**src/sv/fmqd_pkg.sv**
```systemverilog
// ----------------------------------------------------------------------------
// fmqd_pkg - FM quadrature discriminator shared definitions
// Widths, fixed-point constants, the arctangent table and state types.
// ----------------------------------------------------------------------------
`default_nettype none

package fmqd_pkg;

    // Sample and iteration settings
    localparam int SAMPLE_WIDTH      = 16;
    localparam int CORDIC_ITERATIONS = 16;
    localparam int ITER_W            = $clog2(CORDIC_ITERATIONS);
    localparam int ATAN_TABLE_SIZE   = 24;
    localparam int TBL_IDX_W         = $clog2(ATAN_TABLE_SIZE);

    // Product and CORDIC widths
    localparam int PROD_W      = 2 * SAMPLE_WIDTH;
    localparam int GUARD_BITS  = 8;
    // conj product sum (+1), guard shift, CORDIC gain and pre-rotation headroom (+3)
    localparam int CORDIC_W    = PROD_W + 1 + GUARD_BITS + 3;
    // Q2.30 angle plus range for pi pre-rotation and the atan sum
    localparam int ANGLE_W     = 35;

    // Gain register, Q0.15
    localparam int GAIN_W = 15;
    localparam logic [GAIN_W-1:0] GAIN_RESET = 15'd9830;

    // Output, Q3.13
    localparam int OUT_W   = 16;
    localparam int SCALE_W = ANGLE_W + GAIN_W + 1;
    localparam int FRAC_SHIFT = 32;
    localparam int SHIFTED_W  = SCALE_W - FRAC_SHIFT;

    localparam logic signed [SAMPLE_WIDTH-1:0] PHASE_ZERO_I =
        SAMPLE_WIDTH'((2 ** (SAMPLE_WIDTH - 1)) - 1);

    localparam logic signed [ANGLE_W-1:0] PI_Q30 = 35'sd3373259426;

    typedef enum logic [2:0] {
        ST_IDLE,
        ST_MUL,
        ST_PREP,
        ST_ITER,
        ST_SCALE,
        ST_ROUND
    } state_t;

    // Order of the four partial products of conj(prev) * cur
    typedef enum logic [1:0] {
        MS_RE_A,   // prev_i * cur_i
        MS_RE_B,   // + prev_q * cur_q
        MS_IM_A,   // prev_i * cur_q
        MS_IM_B    // - prev_q * cur_i
    } mul_step_t;

    // atan(2^-k) in Q2.30, truncated; zero past the table
    function automatic logic signed [ANGLE_W-1:0] atan_q30(input logic [TBL_IDX_W-1:0] k);
        logic [31:0] a;
        case (k)
            5'd0:    a = 32'h3243F6A8;
            5'd1:    a = 32'h1DAC6705;
            5'd2:    a = 32'h0FADBAFC;
            5'd3:    a = 32'h07F56EA6;
            5'd4:    a = 32'h03FEAB76;
            5'd5:    a = 32'h01FFD55B;
            5'd6:    a = 32'h00FFFAAA;
            5'd7:    a = 32'h007FFF55;
            5'd8:    a = 32'h003FFFEA;
            5'd9:    a = 32'h001FFFFD;
            5'd10:   a = 32'h000FFFFF;
            5'd11:   a = 32'h0007FFFF;
            5'd12:   a = 32'h0003FFFF;
            5'd13:   a = 32'h0001FFFF;
            5'd14:   a = 32'h0000FFFF;
            5'd15:   a = 32'h00007FFF;
            5'd16:   a = 32'h00003FFF;
            5'd17:   a = 32'h00001FFF;
            5'd18:   a = 32'h00000FFF;
            5'd19:   a = 32'h000007FF;
            5'd20:   a = 32'h000003FF;
            5'd21:   a = 32'h000001FF;
            5'd22:   a = 32'h000000FF;
            5'd23:   a = 32'h0000007F;
            default: a = 32'h00000000;
        endcase
        return ANGLE_W'(a);
    endfunction

endpackage

`default_nettype wire

```
**src/sv/fmqd_if.sv**
```systemverilog
// ----------------------------------------------------------------------------
// fmqd_if - FM quadrature discriminator channel interfaces
// Valid/ready channels for I/Q samples in and demodulated audio out.
// ----------------------------------------------------------------------------
`default_nettype none

interface fmqd_iq_if;
    logic                                          valid;
    logic                                          ready;
    logic signed [fmqd_pkg::SAMPLE_WIDTH-1:0]      i_sample;
    logic signed [fmqd_pkg::SAMPLE_WIDTH-1:0]      q_sample;
    logic                                          resync;

    modport source (output valid, i_sample, q_sample, resync, input ready);
    modport sink   (input valid, i_sample, q_sample, resync, output ready);
endinterface

interface fmqd_audio_if;
    logic                                   valid;
    logic                                   ready;
    logic signed [fmqd_pkg::OUT_W-1:0]      audio_value;

    modport source (output valid, audio_value, input ready);
    modport sink   (input valid, audio_value, output ready);
endinterface

`default_nettype wire

```
**src/sv/fm_quadrature_discriminator.sv**
```systemverilog
// ----------------------------------------------------------------------------
// fm_quadrature_discriminator - FM demodulator by atan2 of conj product
// Iterative CORDIC phase discriminator with a Q0.15 output gain.
// ----------------------------------------------------------------------------
// Usage:
//   in_ch  : one I/Q sample (Q1.15) per transfer, plus a resync flag that
//            makes the stored previous sample phase zero for this sample.
//   out_ch : one audio_value (Q3.13 radians times gain) per input transfer.
//   cfg    : cfg_wr_en/cfg_wr_data write output_gain (Q0.15) into gain_reg;
//            write only while idle.
// Sequence:
//   One shared 16x16 multiplier forms the four partial products in turn,
//   then one pre-rotation step, then the shared shift/add CORDIC stage runs
//   CORDIC_ITERATIONS iterations, then one gain multiply and one round step.
//   The round step loads the result into the output register (a zero
//   product skips CORDIC); in_ch.ready returns once it is loaded, so a new
//   sample is taken only when the last one is through.
//   The CORDIC iteration loop is the longest part of each sample.
// Reset: previous sample = phase zero (32767, 0), gain = 9830, no result.
// Stall: a result waits in the output register; the next sample is taken
//   and processed meanwhile, and only the round step waits for the slot.
// ----------------------------------------------------------------------------
`default_nettype none

module fm_quadrature_discriminator (
    input  wire logic                               clk,
    input  wire logic                               rst_n,
    fmqd_iq_if.sink                                 in_ch,
    fmqd_audio_if.source                            out_ch,
    input  wire logic                               cfg_wr_en,
    input  wire logic [fmqd_pkg::GAIN_W-1:0]        cfg_wr_data
);

    localparam int SW = fmqd_pkg::SAMPLE_WIDTH;
    localparam int CW = fmqd_pkg::CORDIC_W;
    localparam int AW = fmqd_pkg::ANGLE_W;

    // Control
    fmqd_pkg::state_t    state_reg, state_next;
    fmqd_pkg::mul_step_t mul_step_reg, mul_step_next;
    logic [fmqd_pkg::ITER_W-1:0] iter_reg, iter_next;
    logic out_valid_reg, out_valid_next;
    logic [fmqd_pkg::GAIN_W-1:0] gain_reg, gain_next;

    // State and datapath
    logic signed [SW-1:0] prev_i_reg, prev_i_next;
    logic signed [SW-1:0] prev_q_reg, prev_q_next;
    logic signed [SW-1:0] cur_i_reg, cur_i_next;
    logic signed [SW-1:0] cur_q_reg, cur_q_next;
    logic signed [CW-1:0] x_reg, x_next;
    logic signed [CW-1:0] y_reg, y_next;
    logic signed [AW-1:0] z_reg, z_next;
    logic signed [fmqd_pkg::SCALE_W-1:0] prod_reg, prod_next;
    logic signed [fmqd_pkg::OUT_W-1:0]   out_data_reg, out_data_next;

    // Shared multiplier and CORDIC stage
    logic signed [SW-1:0]     mul_a, mul_b;
    logic signed [fmqd_pkg::PROD_W-1:0] mul_p;
    logic signed [CW-1:0]     mul_ext;
    logic signed [CW-1:0]     xs, ys;
    logic signed [AW-1:0]     atan_k;
    logic                     y_pos;
    logic                     in_xfer;
    logic                     out_load;
    logic                     iter_last;
    logic                     prod_zero;
    logic signed [fmqd_pkg::SCALE_W-1:0]   rounded;
    logic signed [fmqd_pkg::SHIFTED_W-1:0] shifted;

    assign in_xfer   = in_ch.valid && in_ch.ready;
    assign in_ch.ready = (state_reg == fmqd_pkg::ST_IDLE);
    assign out_ch.valid       = out_valid_reg;
    assign out_ch.audio_value = out_data_reg;

    assign out_load  = (state_reg == fmqd_pkg::ST_ROUND) && (!out_valid_reg || out_ch.ready);
    assign iter_last = (iter_reg == fmqd_pkg::ITER_W'(fmqd_pkg::CORDIC_ITERATIONS - 1));
    assign prod_zero = (x_reg == '0) && (y_reg == '0);

    // Operand select for the shared multiplier
    always_comb
    begin
        case (mul_step_reg)
            fmqd_pkg::MS_RE_A: begin mul_a = prev_i_reg; mul_b = cur_i_reg; end
            fmqd_pkg::MS_RE_B: begin mul_a = prev_q_reg; mul_b = cur_q_reg; end
            fmqd_pkg::MS_IM_A: begin mul_a = prev_i_reg; mul_b = cur_q_reg; end
            fmqd_pkg::MS_IM_B: begin mul_a = prev_q_reg; mul_b = cur_i_reg; end
            default:           begin mul_a = prev_i_reg; mul_b = cur_i_reg; end
        endcase
    end

    assign mul_p   = mul_a * mul_b;
    assign mul_ext = {{(CW - fmqd_pkg::PROD_W){mul_p[fmqd_pkg::PROD_W-1]}}, mul_p}
                     <<< fmqd_pkg::GUARD_BITS;

    // CORDIC stage: arithmetic shifts floor
    assign xs     = x_reg >>> iter_reg;
    assign ys     = y_reg >>> iter_reg;
    assign atan_k = fmqd_pkg::atan_q30(fmqd_pkg::TBL_IDX_W'(iter_reg));
    assign y_pos  = !y_reg[CW-1] && (y_reg != '0);

    // Round half up to Q3.13
    assign rounded = prod_reg + fmqd_pkg::SCALE_W'(64'sd1 <<< (fmqd_pkg::FRAC_SHIFT - 1));
    assign shifted = rounded[fmqd_pkg::SCALE_W-1:fmqd_pkg::FRAC_SHIFT];

    // Next state
    always_comb
    begin
        state_next = state_reg;
        case (state_reg)
            fmqd_pkg::ST_IDLE:
                if (in_xfer)
                    state_next = fmqd_pkg::ST_MUL;
            fmqd_pkg::ST_MUL:
                if (mul_step_reg == fmqd_pkg::MS_IM_B)
                    state_next = fmqd_pkg::ST_PREP;
            fmqd_pkg::ST_PREP:
                state_next = prod_zero ? fmqd_pkg::ST_SCALE : fmqd_pkg::ST_ITER;
            fmqd_pkg::ST_ITER:
                if (iter_last)
                    state_next = fmqd_pkg::ST_SCALE;
            fmqd_pkg::ST_SCALE:
                state_next = fmqd_pkg::ST_ROUND;
            fmqd_pkg::ST_ROUND:
                if (out_load)
                    state_next = fmqd_pkg::ST_IDLE;
            default:
                state_next = fmqd_pkg::ST_IDLE;
        endcase
    end

    // Datapath and outputs
    always_comb
    begin
        mul_step_next  = mul_step_reg;
        iter_next      = iter_reg;
        gain_next      = cfg_wr_en ? cfg_wr_data : gain_reg;
        prev_i_next    = prev_i_reg;
        prev_q_next    = prev_q_reg;
        cur_i_next     = cur_i_reg;
        cur_q_next     = cur_q_reg;
        x_next         = x_reg;
        y_next         = y_reg;
        z_next         = z_reg;
        prod_next      = prod_reg;
        out_data_next  = out_data_reg;
        out_valid_next = out_valid_reg && !out_ch.ready;

        case (state_reg)
            fmqd_pkg::ST_IDLE:
                if (in_xfer)
                begin
                    cur_i_next    = in_ch.i_sample;
                    cur_q_next    = in_ch.q_sample;
                    mul_step_next = fmqd_pkg::MS_RE_A;
                    if (in_ch.resync)
                    begin
                        prev_i_next = fmqd_pkg::PHASE_ZERO_I;
                        prev_q_next = '0;
                    end
                end
            fmqd_pkg::ST_MUL:
            begin
                case (mul_step_reg)
                    fmqd_pkg::MS_RE_A: x_next = mul_ext;
                    fmqd_pkg::MS_RE_B: x_next = x_reg + mul_ext;
                    fmqd_pkg::MS_IM_A: y_next = mul_ext;
                    fmqd_pkg::MS_IM_B:
                    begin
                        y_next      = y_reg - mul_ext;
                        prev_i_next = cur_i_reg;
                        prev_q_next = cur_q_reg;
                    end
                    default: x_next = mul_ext;
                endcase
                mul_step_next = fmqd_pkg::mul_step_t'(mul_step_reg + 2'd1);
            end
            fmqd_pkg::ST_PREP:
            begin
                iter_next = '0;
                z_next    = '0;
                // Left half plane: turn by pi toward the right half plane
                if (!prod_zero && x_reg[CW-1])
                begin
                    z_next = y_reg[CW-1] ? -fmqd_pkg::PI_Q30 : fmqd_pkg::PI_Q30;
                    x_next = -x_reg;
                    y_next = -y_reg;
                end
            end
            fmqd_pkg::ST_ITER:
            begin
                if (y_pos)
                begin
                    x_next = x_reg + ys;
                    y_next = y_reg - xs;
                    z_next = z_reg + atan_k;
                end
                else
                begin
                    x_next = x_reg - ys;
                    y_next = y_reg + xs;
                    z_next = z_reg - atan_k;
                end
                iter_next = iter_reg + 1'b1;
            end
            fmqd_pkg::ST_SCALE:
                prod_next = z_reg * $signed({1'b0, gain_reg});
            fmqd_pkg::ST_ROUND:
                if (out_load)
                begin
                    out_valid_next = 1'b1;
                    if (!shifted[fmqd_pkg::SHIFTED_W-1]
                        && (shifted[fmqd_pkg::SHIFTED_W-2:fmqd_pkg::OUT_W-1] != '0))
                        out_data_next = {1'b0, {(fmqd_pkg::OUT_W-1){1'b1}}};
                    else if (shifted[fmqd_pkg::SHIFTED_W-1]
                        && (shifted[fmqd_pkg::SHIFTED_W-2:fmqd_pkg::OUT_W-1] != '1))
                        out_data_next = {1'b1, {(fmqd_pkg::OUT_W-1){1'b0}}};
                    else
                        out_data_next = shifted[fmqd_pkg::OUT_W-1:0];
                end
            default: ;
        endcase
    end

    always_ff @(posedge clk or negedge rst_n)
    begin
        if (!rst_n)
        begin
            state_reg     <= fmqd_pkg::ST_IDLE;
            mul_step_reg  <= fmqd_pkg::MS_RE_A;
            iter_reg      <= '0;
            out_valid_reg <= 1'b0;
            gain_reg      <= fmqd_pkg::GAIN_RESET;
            prev_i_reg    <= fmqd_pkg::PHASE_ZERO_I;
            prev_q_reg    <= '0;
        end
        else
        begin
            state_reg     <= state_next;
            mul_step_reg  <= mul_step_next;
            iter_reg      <= iter_next;
            out_valid_reg <= out_valid_next;
            gain_reg      <= gain_next;
            prev_i_reg    <= prev_i_next;
            prev_q_reg    <= prev_q_next;
        end
    end

    always_ff @(posedge clk)
    begin
        cur_i_reg    <= cur_i_next;
        cur_q_reg    <= cur_q_next;
        x_reg        <= x_next;
        y_reg        <= y_next;
        z_reg        <= z_next;
        prod_reg     <= prod_next;
        out_data_reg <= out_data_next;
    end

    // Assertions
    a_busy_after_xfer: assert property (@(posedge clk) disable iff (!rst_n)
        in_xfer |=> !in_ch.ready)
        else $error("input ready while a sample is in progress");

    a_resync_phase_zero: assert property (@(posedge clk) disable iff (!rst_n)
        (in_xfer && in_ch.resync) |=>
        (prev_i_reg == fmqd_pkg::PHASE_ZERO_I) && (prev_q_reg == '0))
        else $error("resync did not restore phase zero");

    a_zero_product: assert property (@(posedge clk) disable iff (!rst_n)
        (state_reg == fmqd_pkg::ST_PREP && prod_zero) |=>
        (z_reg == '0) && (state_reg == fmqd_pkg::ST_SCALE))
        else $error("zero product did not give a zero angle");

    a_iter_count: assert property (@(posedge clk) disable iff (!rst_n)
        (state_reg == fmqd_pkg::ST_ITER && iter_last) |=> (state_reg == fmqd_pkg::ST_SCALE))
        else $error("CORDIC did not end after the last iteration");

    a_result_loaded: assert property (@(posedge clk) disable iff (!rst_n)
        out_load |=> out_valid_reg)
        else $error("round step finished without a result");

endmodule

`default_nettype wire

```
**src/flat_wrapper.sv**
```systemverilog
// flat-port wrapper written by rule: the top's interface ports become plain ports
module fm_quadrature_discriminator_flat 
  (clk, rst_n, cfg_wr_en, cfg_wr_data, in_ch_valid, in_ch_i_sample, in_ch_q_sample, in_ch_resync, in_ch_ready, out_ch_valid, out_ch_audio_value, out_ch_ready);
  fmqd_iq_if in_ch_i ();
  fmqd_audio_if out_ch_i ();
  input  wire logic clk;
  input  wire logic rst_n;
  input  wire logic cfg_wr_en;
  input  wire logic [fmqd_pkg::GAIN_W-1:0] cfg_wr_data;
  input wire logic [$bits(in_ch_i.valid)-1:0] in_ch_valid;
  input wire logic [$bits(in_ch_i.i_sample)-1:0] in_ch_i_sample;
  input wire logic [$bits(in_ch_i.q_sample)-1:0] in_ch_q_sample;
  input wire logic [$bits(in_ch_i.resync)-1:0] in_ch_resync;
  output wire logic [$bits(in_ch_i.ready)-1:0] in_ch_ready;
  output wire logic [$bits(out_ch_i.valid)-1:0] out_ch_valid;
  output wire logic [$bits(out_ch_i.audio_value)-1:0] out_ch_audio_value;
  input wire logic [$bits(out_ch_i.ready)-1:0] out_ch_ready;
  assign in_ch_i.valid = in_ch_valid;
  assign in_ch_i.i_sample = in_ch_i_sample;
  assign in_ch_i.q_sample = in_ch_q_sample;
  assign in_ch_i.resync = in_ch_resync;
  assign in_ch_ready = in_ch_i.ready;
  assign out_ch_valid = out_ch_i.valid;
  assign out_ch_audio_value = out_ch_i.audio_value;
  assign out_ch_i.ready = out_ch_ready;
  fm_quadrature_discriminator u_core (.clk(clk), .rst_n(rst_n), .in_ch(in_ch_i), .out_ch(out_ch_i), .cfg_wr_en(cfg_wr_en), .cfg_wr_data(cfg_wr_data));
endmodule
```
**config.mk**
```make
export PLATFORM = sky130hd
export DESIGN_NAME = fm_quadrature_discriminator_flat
export DESIGN_NICKNAME = d
export VERILOG_FILES = /design/src/sv/fmqd_pkg.sv /design/src/sv/fmqd_if.sv /design/src/sv/fm_quadrature_discriminator.sv /design/src/flat_wrapper.sv
export SDC_FILE = /design/constraint.sdc
export NUM_CORES = 2
export LEC_CHECK = 0
export ABC_AREA = 1
export BUFFER_PORTS_ARGS = -buffer_cell sky130_fd_sc_hd__buf_2
export CAP_MARGIN = 30
export CORE_MARGIN = 2
export CORE_UTILIZATION = 35
export DETAILED_ROUTE_END_ITERATION = 6
export SLEW_MARGIN = 20
export SYNTH_ARGS = -nofsm -noshare
export SYNTH_HDL_FRONTEND = slang
export SYNTH_SLANG_ARGS = --single-unit
```
**constraint.sdc**
```tcl
create_clock -name clk -period 8.14 [get_ports clk]
set_clock_uncertainty 0.15 [all_clocks]
set_input_delay 0.407 -clock clk [delete_from_list [all_inputs] [get_ports clk]]
set_output_delay 0.407 -clock clk [all_outputs]
set_load 0.01 [all_outputs]
```
==> metrics.txt <==
# TYPE chip_impl_metric gauge
chip_impl_metric{name="clkLatencyLatePin",unit="ns"} 0.64
chip_impl_metric{name="synth-adder-area-share",unit="%"} 34.3
chip_impl_metric{name="arrival",unit="ns"} 8.75
chip_impl_metric{name="finalHoldViolCount",unit=""} 0
chip_impl_metric{name="post_synthesis_xor_xnor_area_fraction",unit="%"} 3.44
chip_impl_metric{name="multi_input_comb_area",unit="um^2"} 47600
chip_impl_metric{name="global_route_wire_length_before_repair",unit="mm"} 355
chip_impl_metric{name="cts_buffers",unit=""} 37
chip_impl_metric{name="layout.cells.non_filler",unit=""} 11403
chip_impl_metric{name="critPathRequiredTime",unit="ns"} 8.36
chip_impl_info{name="netlist.top_cell.by_area",value="fa_1"} 1
chip_impl_metric{name="critPathMaxStageDelay",unit="ns"} 0.63
chip_impl_metric{name="fp-row-count",unit=""} 150
chip_impl_metric{name="first_global_vias",unit=""} 59792
chip_impl_metric{name="area.sequential",unit="um^2"} 7200
chip_impl_metric{name="synth_simple_gate_area_share",unit="%"} 24.0
chip_impl_metric{name="worstPathMaxFanout",unit=""} 5
chip_impl_metric{name="h_tree_levels",unit=""} 2
chip_impl_metric{name="mappedNetlistArea",unit="um^2"} 58800
chip_impl_metric{name="asyncSetResetFlopFracSynth",unit="%"} 23.0
chip_impl_metric{name="setup_ws",unit="ns"} -0.394
chip_impl_metric{name="max_freq",unit="MHz"} 117
chip_impl_metric{name="initial_core_util",unit="%"} 35.2
chip_impl_metric{name="post-synth-top-area-fraction",unit="%"} 25.9
chip_impl_metric{name="placement_stage_worst_setup_slack",unit="ns"} -0.989
chip_impl_metric{name="synth_area_per_cell",unit="um^2"} 6.99
chip_impl_info{name="clk_root_buffer_cell",value="clkbuf_16"} 1
chip_impl_metric{name="gr-usage-met2",unit="%"} 45.2
chip_impl_metric{name="drive_gt1_share",unit="%"} 20.1
chip_impl_metric{name="worst_slew_pin_slew",unit="ns"} 0.944
chip_impl_metric{name="synth-edff-count",unit=""} 191
chip_impl_info{name="busiest_layer_in_global_routing",value="met2"} 1
chip_impl_info{name="rsz0062_at_grt",value="yes"} 1
chip_impl_info{name="synth_ff_type",value="edfxtp_1"} 1
chip_impl_metric{name="detail_route.first_pass.iterations",unit=""} 6
chip_impl_info{name="critical-path-slowest-cell",value="fa_1"} 1
chip_impl_metric{name="synth-compound-area-share",unit="%"} 12.6
chip_impl_info{name="path_class",value="flop to flop"} 1
chip_impl_info{name="tritoncts_clock_tree",value="built"} 1
chip_impl_metric{name="buffer_ports.inserted",unit=""} 70
chip_impl_metric{name="routability_congestion",unit=""} 0.991
chip_impl_metric{name="placedCellCount",unit=""} 11078
chip_impl_info{name="synth_top_family_by_area",value="adder cells"} 1
chip_impl_metric{name="die-width",unit="um"} 414
chip_impl_metric{name="fin_worst_hold_slack",unit="ns"} 0.0718
chip_impl_metric{name="area_growth",unit="%"} 25.0
chip_impl_metric{name="final.fill_count",unit=""} 16985
chip_impl_metric{name="ant_nets",unit=""} 0
chip_impl_metric{name="netlist_instances",unit=""} 8402
chip_impl_metric{name="timing.final.max_slew_violations",unit=""} 0
chip_impl_metric{name="fp.dieH",unit="um"} 414
chip_impl_metric{name="cts.sink_count",unit=""} 248
chip_impl_metric{name="maxcap_violations",unit=""} 0
chip_impl_metric{name="met1_usage",unit="%"} 36.1
chip_impl_metric{name="cts.path.max_buffers",unit=""} 3
chip_impl_metric{name="register_bit_count_reported_by_yosys",unit=""} 248
chip_impl_metric{name="synth_nets",unit=""} 9611
chip_impl_metric{name="antenna_violations_before_repair",unit=""} 4
chip_impl_info{name="setup.worst_path.start_class",value="flop"} 1
chip_impl_metric{name="avgViaCountPerCell",unit=""} 5.20
chip_impl_info{name="failing_checks",value="setup timing"} 1
chip_impl_metric{name="finalSetupViolations",unit=""} 34
chip_impl_metric{name="initialDrtViolationCount",unit=""} 5527
chip_impl_metric{name="dp_hpwl",unit="mm"} 191
chip_impl_metric{name="vias",unit=""} 59282
chip_impl_metric{name="worst_setup_hold_path_clk_slew",unit="ns"} 0.06
chip_impl_metric{name="detail_route.drc_violations",unit=""} 0
chip_impl_metric{name="routed_wire_length",unit="mm"} 233
chip_impl_metric{name="die-area",unit="um^2"} 171000
chip_impl_info{name="crit_path_end_kind",value="flop"} 1
chip_impl_metric{name="ys_seq_area_share",unit="%"} 12.2
chip_impl_metric{name="global_route.usage.total",unit="%"} 27.0
chip_impl_metric{name="post_drt_wl_per_cell",unit="um"} 20.5
chip_impl_info{name="hold_path.class",value="input port to flop"} 1
chip_impl_metric{name="grt_overflow",unit=""} 0
chip_impl_metric{name="pin_count",unit=""} 71
chip_impl_info{name="synth.top_cells.by_area",value="fa_1 26%, nand2_1 14%, inv_1 11%"} 1
chip_impl_metric{name="worstPathBufferInverterCount",unit=""} 15
chip_impl_metric{name="antennaDiodeCount",unit=""} 0
chip_impl_metric{name="grtUsageMet3",unit="%"} 2.65
chip_impl_metric{name="slew_headroom",unit="%"} 37.1
chip_impl_metric{name="yosysWarningCount",unit=""} 0
chip_impl_metric{name="final.period_utilization",unit="%"} 105
chip_impl_metric{name="finalWorstPathRequiredPeriod",unit="ns"} 8.53
chip_impl_metric{name="net_count_final",unit=""} 10381
chip_impl_metric{name="synth_mux_area_share",unit="%"} 0.424
chip_impl_info{name="cpLargestDelayFamily",value="adder cells"} 1
chip_impl_metric{name="fp.coreArea",unit="um^2"} 167000
chip_impl_metric{name="grt_start_max_net_pins",unit=""} 73
chip_impl_info{name="status",value="finished with violations"} 1
chip_impl_metric{name="yosysUniqueCellTypes",unit=""} 77
worst min-delay path, delay by kind of cell:
family | cells | cell delay [ns]
AO/OA/AOI/OAI | 1 | 0.17
buffers and inverters | 1 | 0.09
AND/OR/NAND/NOR | 1 | 0.14
cell usage after synthesis, types with 30 or more instances:
| master | instances |
|---|---|
| xnor2_1 | 70 |
| o21ai_0 | 423 |
| nand4_1 | 54 |
| fa_1 | 759 |
| nor3_1 | 71 |
| a21oi_1 | 474 |
| buf_2 | 46 |
| inv_1 | 1667 |
| nand3_1 | 333 |
| o21ai_1 | 100 |
| nor2_1 | 693 |
| clkbuf_1 | 172 |
| xor2_1 | 159 |
| nor4_1 | 30 |
| nand2_1 | 2189 |
| o211ai_1 | 55 |
| ha_1 | 397 |
| a21o_1 | 33 |
| edfxtp_1 | 191 |
| dfrtp_1 | 35 |
| a31oi_1 | 53 |
area by class of cell:
| type | count | share of cell area (%) |
|---|---|---|
| Multi-Input combinational cell | 6192 | 64.9 |
| Timing Repair Buffer | 994 | 11.1 |
| Inverter | 1699 | 8.77 |
| Clock buffer | 43 | 1.32 |
| Sequential cell | 248 | 9.80 |
| Tap cell | 2204 | 3.75 |
| Clock inverter | 23 | 0.359 |
final timing paths:
check                                       startpoint  slack [ns]               endpoint  cells past startpoint
worst max-delay path            u_core.mul_step_reg[1]       -0.39       u_core.x_reg[41]                     44
worst min-delay path                       in_ch_valid        0.07    u_core.state_reg[0]                      3
worst max register to register  u_core.mul_step_reg[1]       -0.39       u_core.x_reg[41]                     44
worst min register to register    u_core.prev_i_reg[4]        0.37   u_core.prev_i_reg[4]                      2
max in group asynchronous                        rst_n        7.08   u_core.prev_i_reg[7]                      4
min in group asynchronous                        rst_n        0.12  u_core.prev_q_reg[14]                      3
cells in the final DEF (no fill, tap or decap), types with 70 or more instances in the layout:
cell type	synthesis	routed
nand2_1	2189	2031
edfxtp_1	191	191
buf_6	15	104
o21ai_0	423	375
nand3_1	333	306
inv_1	1667	1574
nor2_1	693	582
o21ai_1	100	95
a21oi_1	474	397
xor2_1	159	147
buf_2	46	70
buf_4	10	743
inv_2	14	92
ha_1	397	327
fa_1	759	728
nor2_2	22	77
nand2_2	11	111
cells by family (layout without fill, tap and decap cells):
kind of cell             count (synthesis)  in the layout
AND/OR/NAND/NOR                       3469           3469
buffers and inverters                 1962           2759
AO/OA/AOI/OAI                         1314           1314
adder cells (fa/ha/maj)               1156           1156
flip-flops                             248            248
XOR/XNOR                               230            230
multiplexers                            23             23
layer usage:
layer | part of all wire [%] | up-vias
li1 | - | 27802
met1 | 43 | 28972
met2 | 47 | 2116
met3 | 6.3 | 390
met4 | 4.4 | 2
met5 | 0.0056 | -
stage by stage:
step	util, %	cell area, um^2	TNS, ns
final	44.0	73400	-7.59
after global routing	44.0	73400	-18.38
after CTS	42.7	71300	-3.70
after detailed placement	39.5	66000	-25.89
after global placement	39.4	65900	-23.35
after floorplan	-	58900	0
repair_timing:
action | 4_1_cts | 5_1_grt
pin swaps | 189 | 227
hold buffers | 49 | 0
setup endpoints to repair | 46 | 52
gates cloned | 3 | 1
hold endpoints to repair | 84 | 0
resized for setup | 589 | 415
setup buffers | 138 | 84
Power is left out: the tool's default activity adds up to more than one toggle a clock period on the data nets, which glitch-free logic cannot reach.
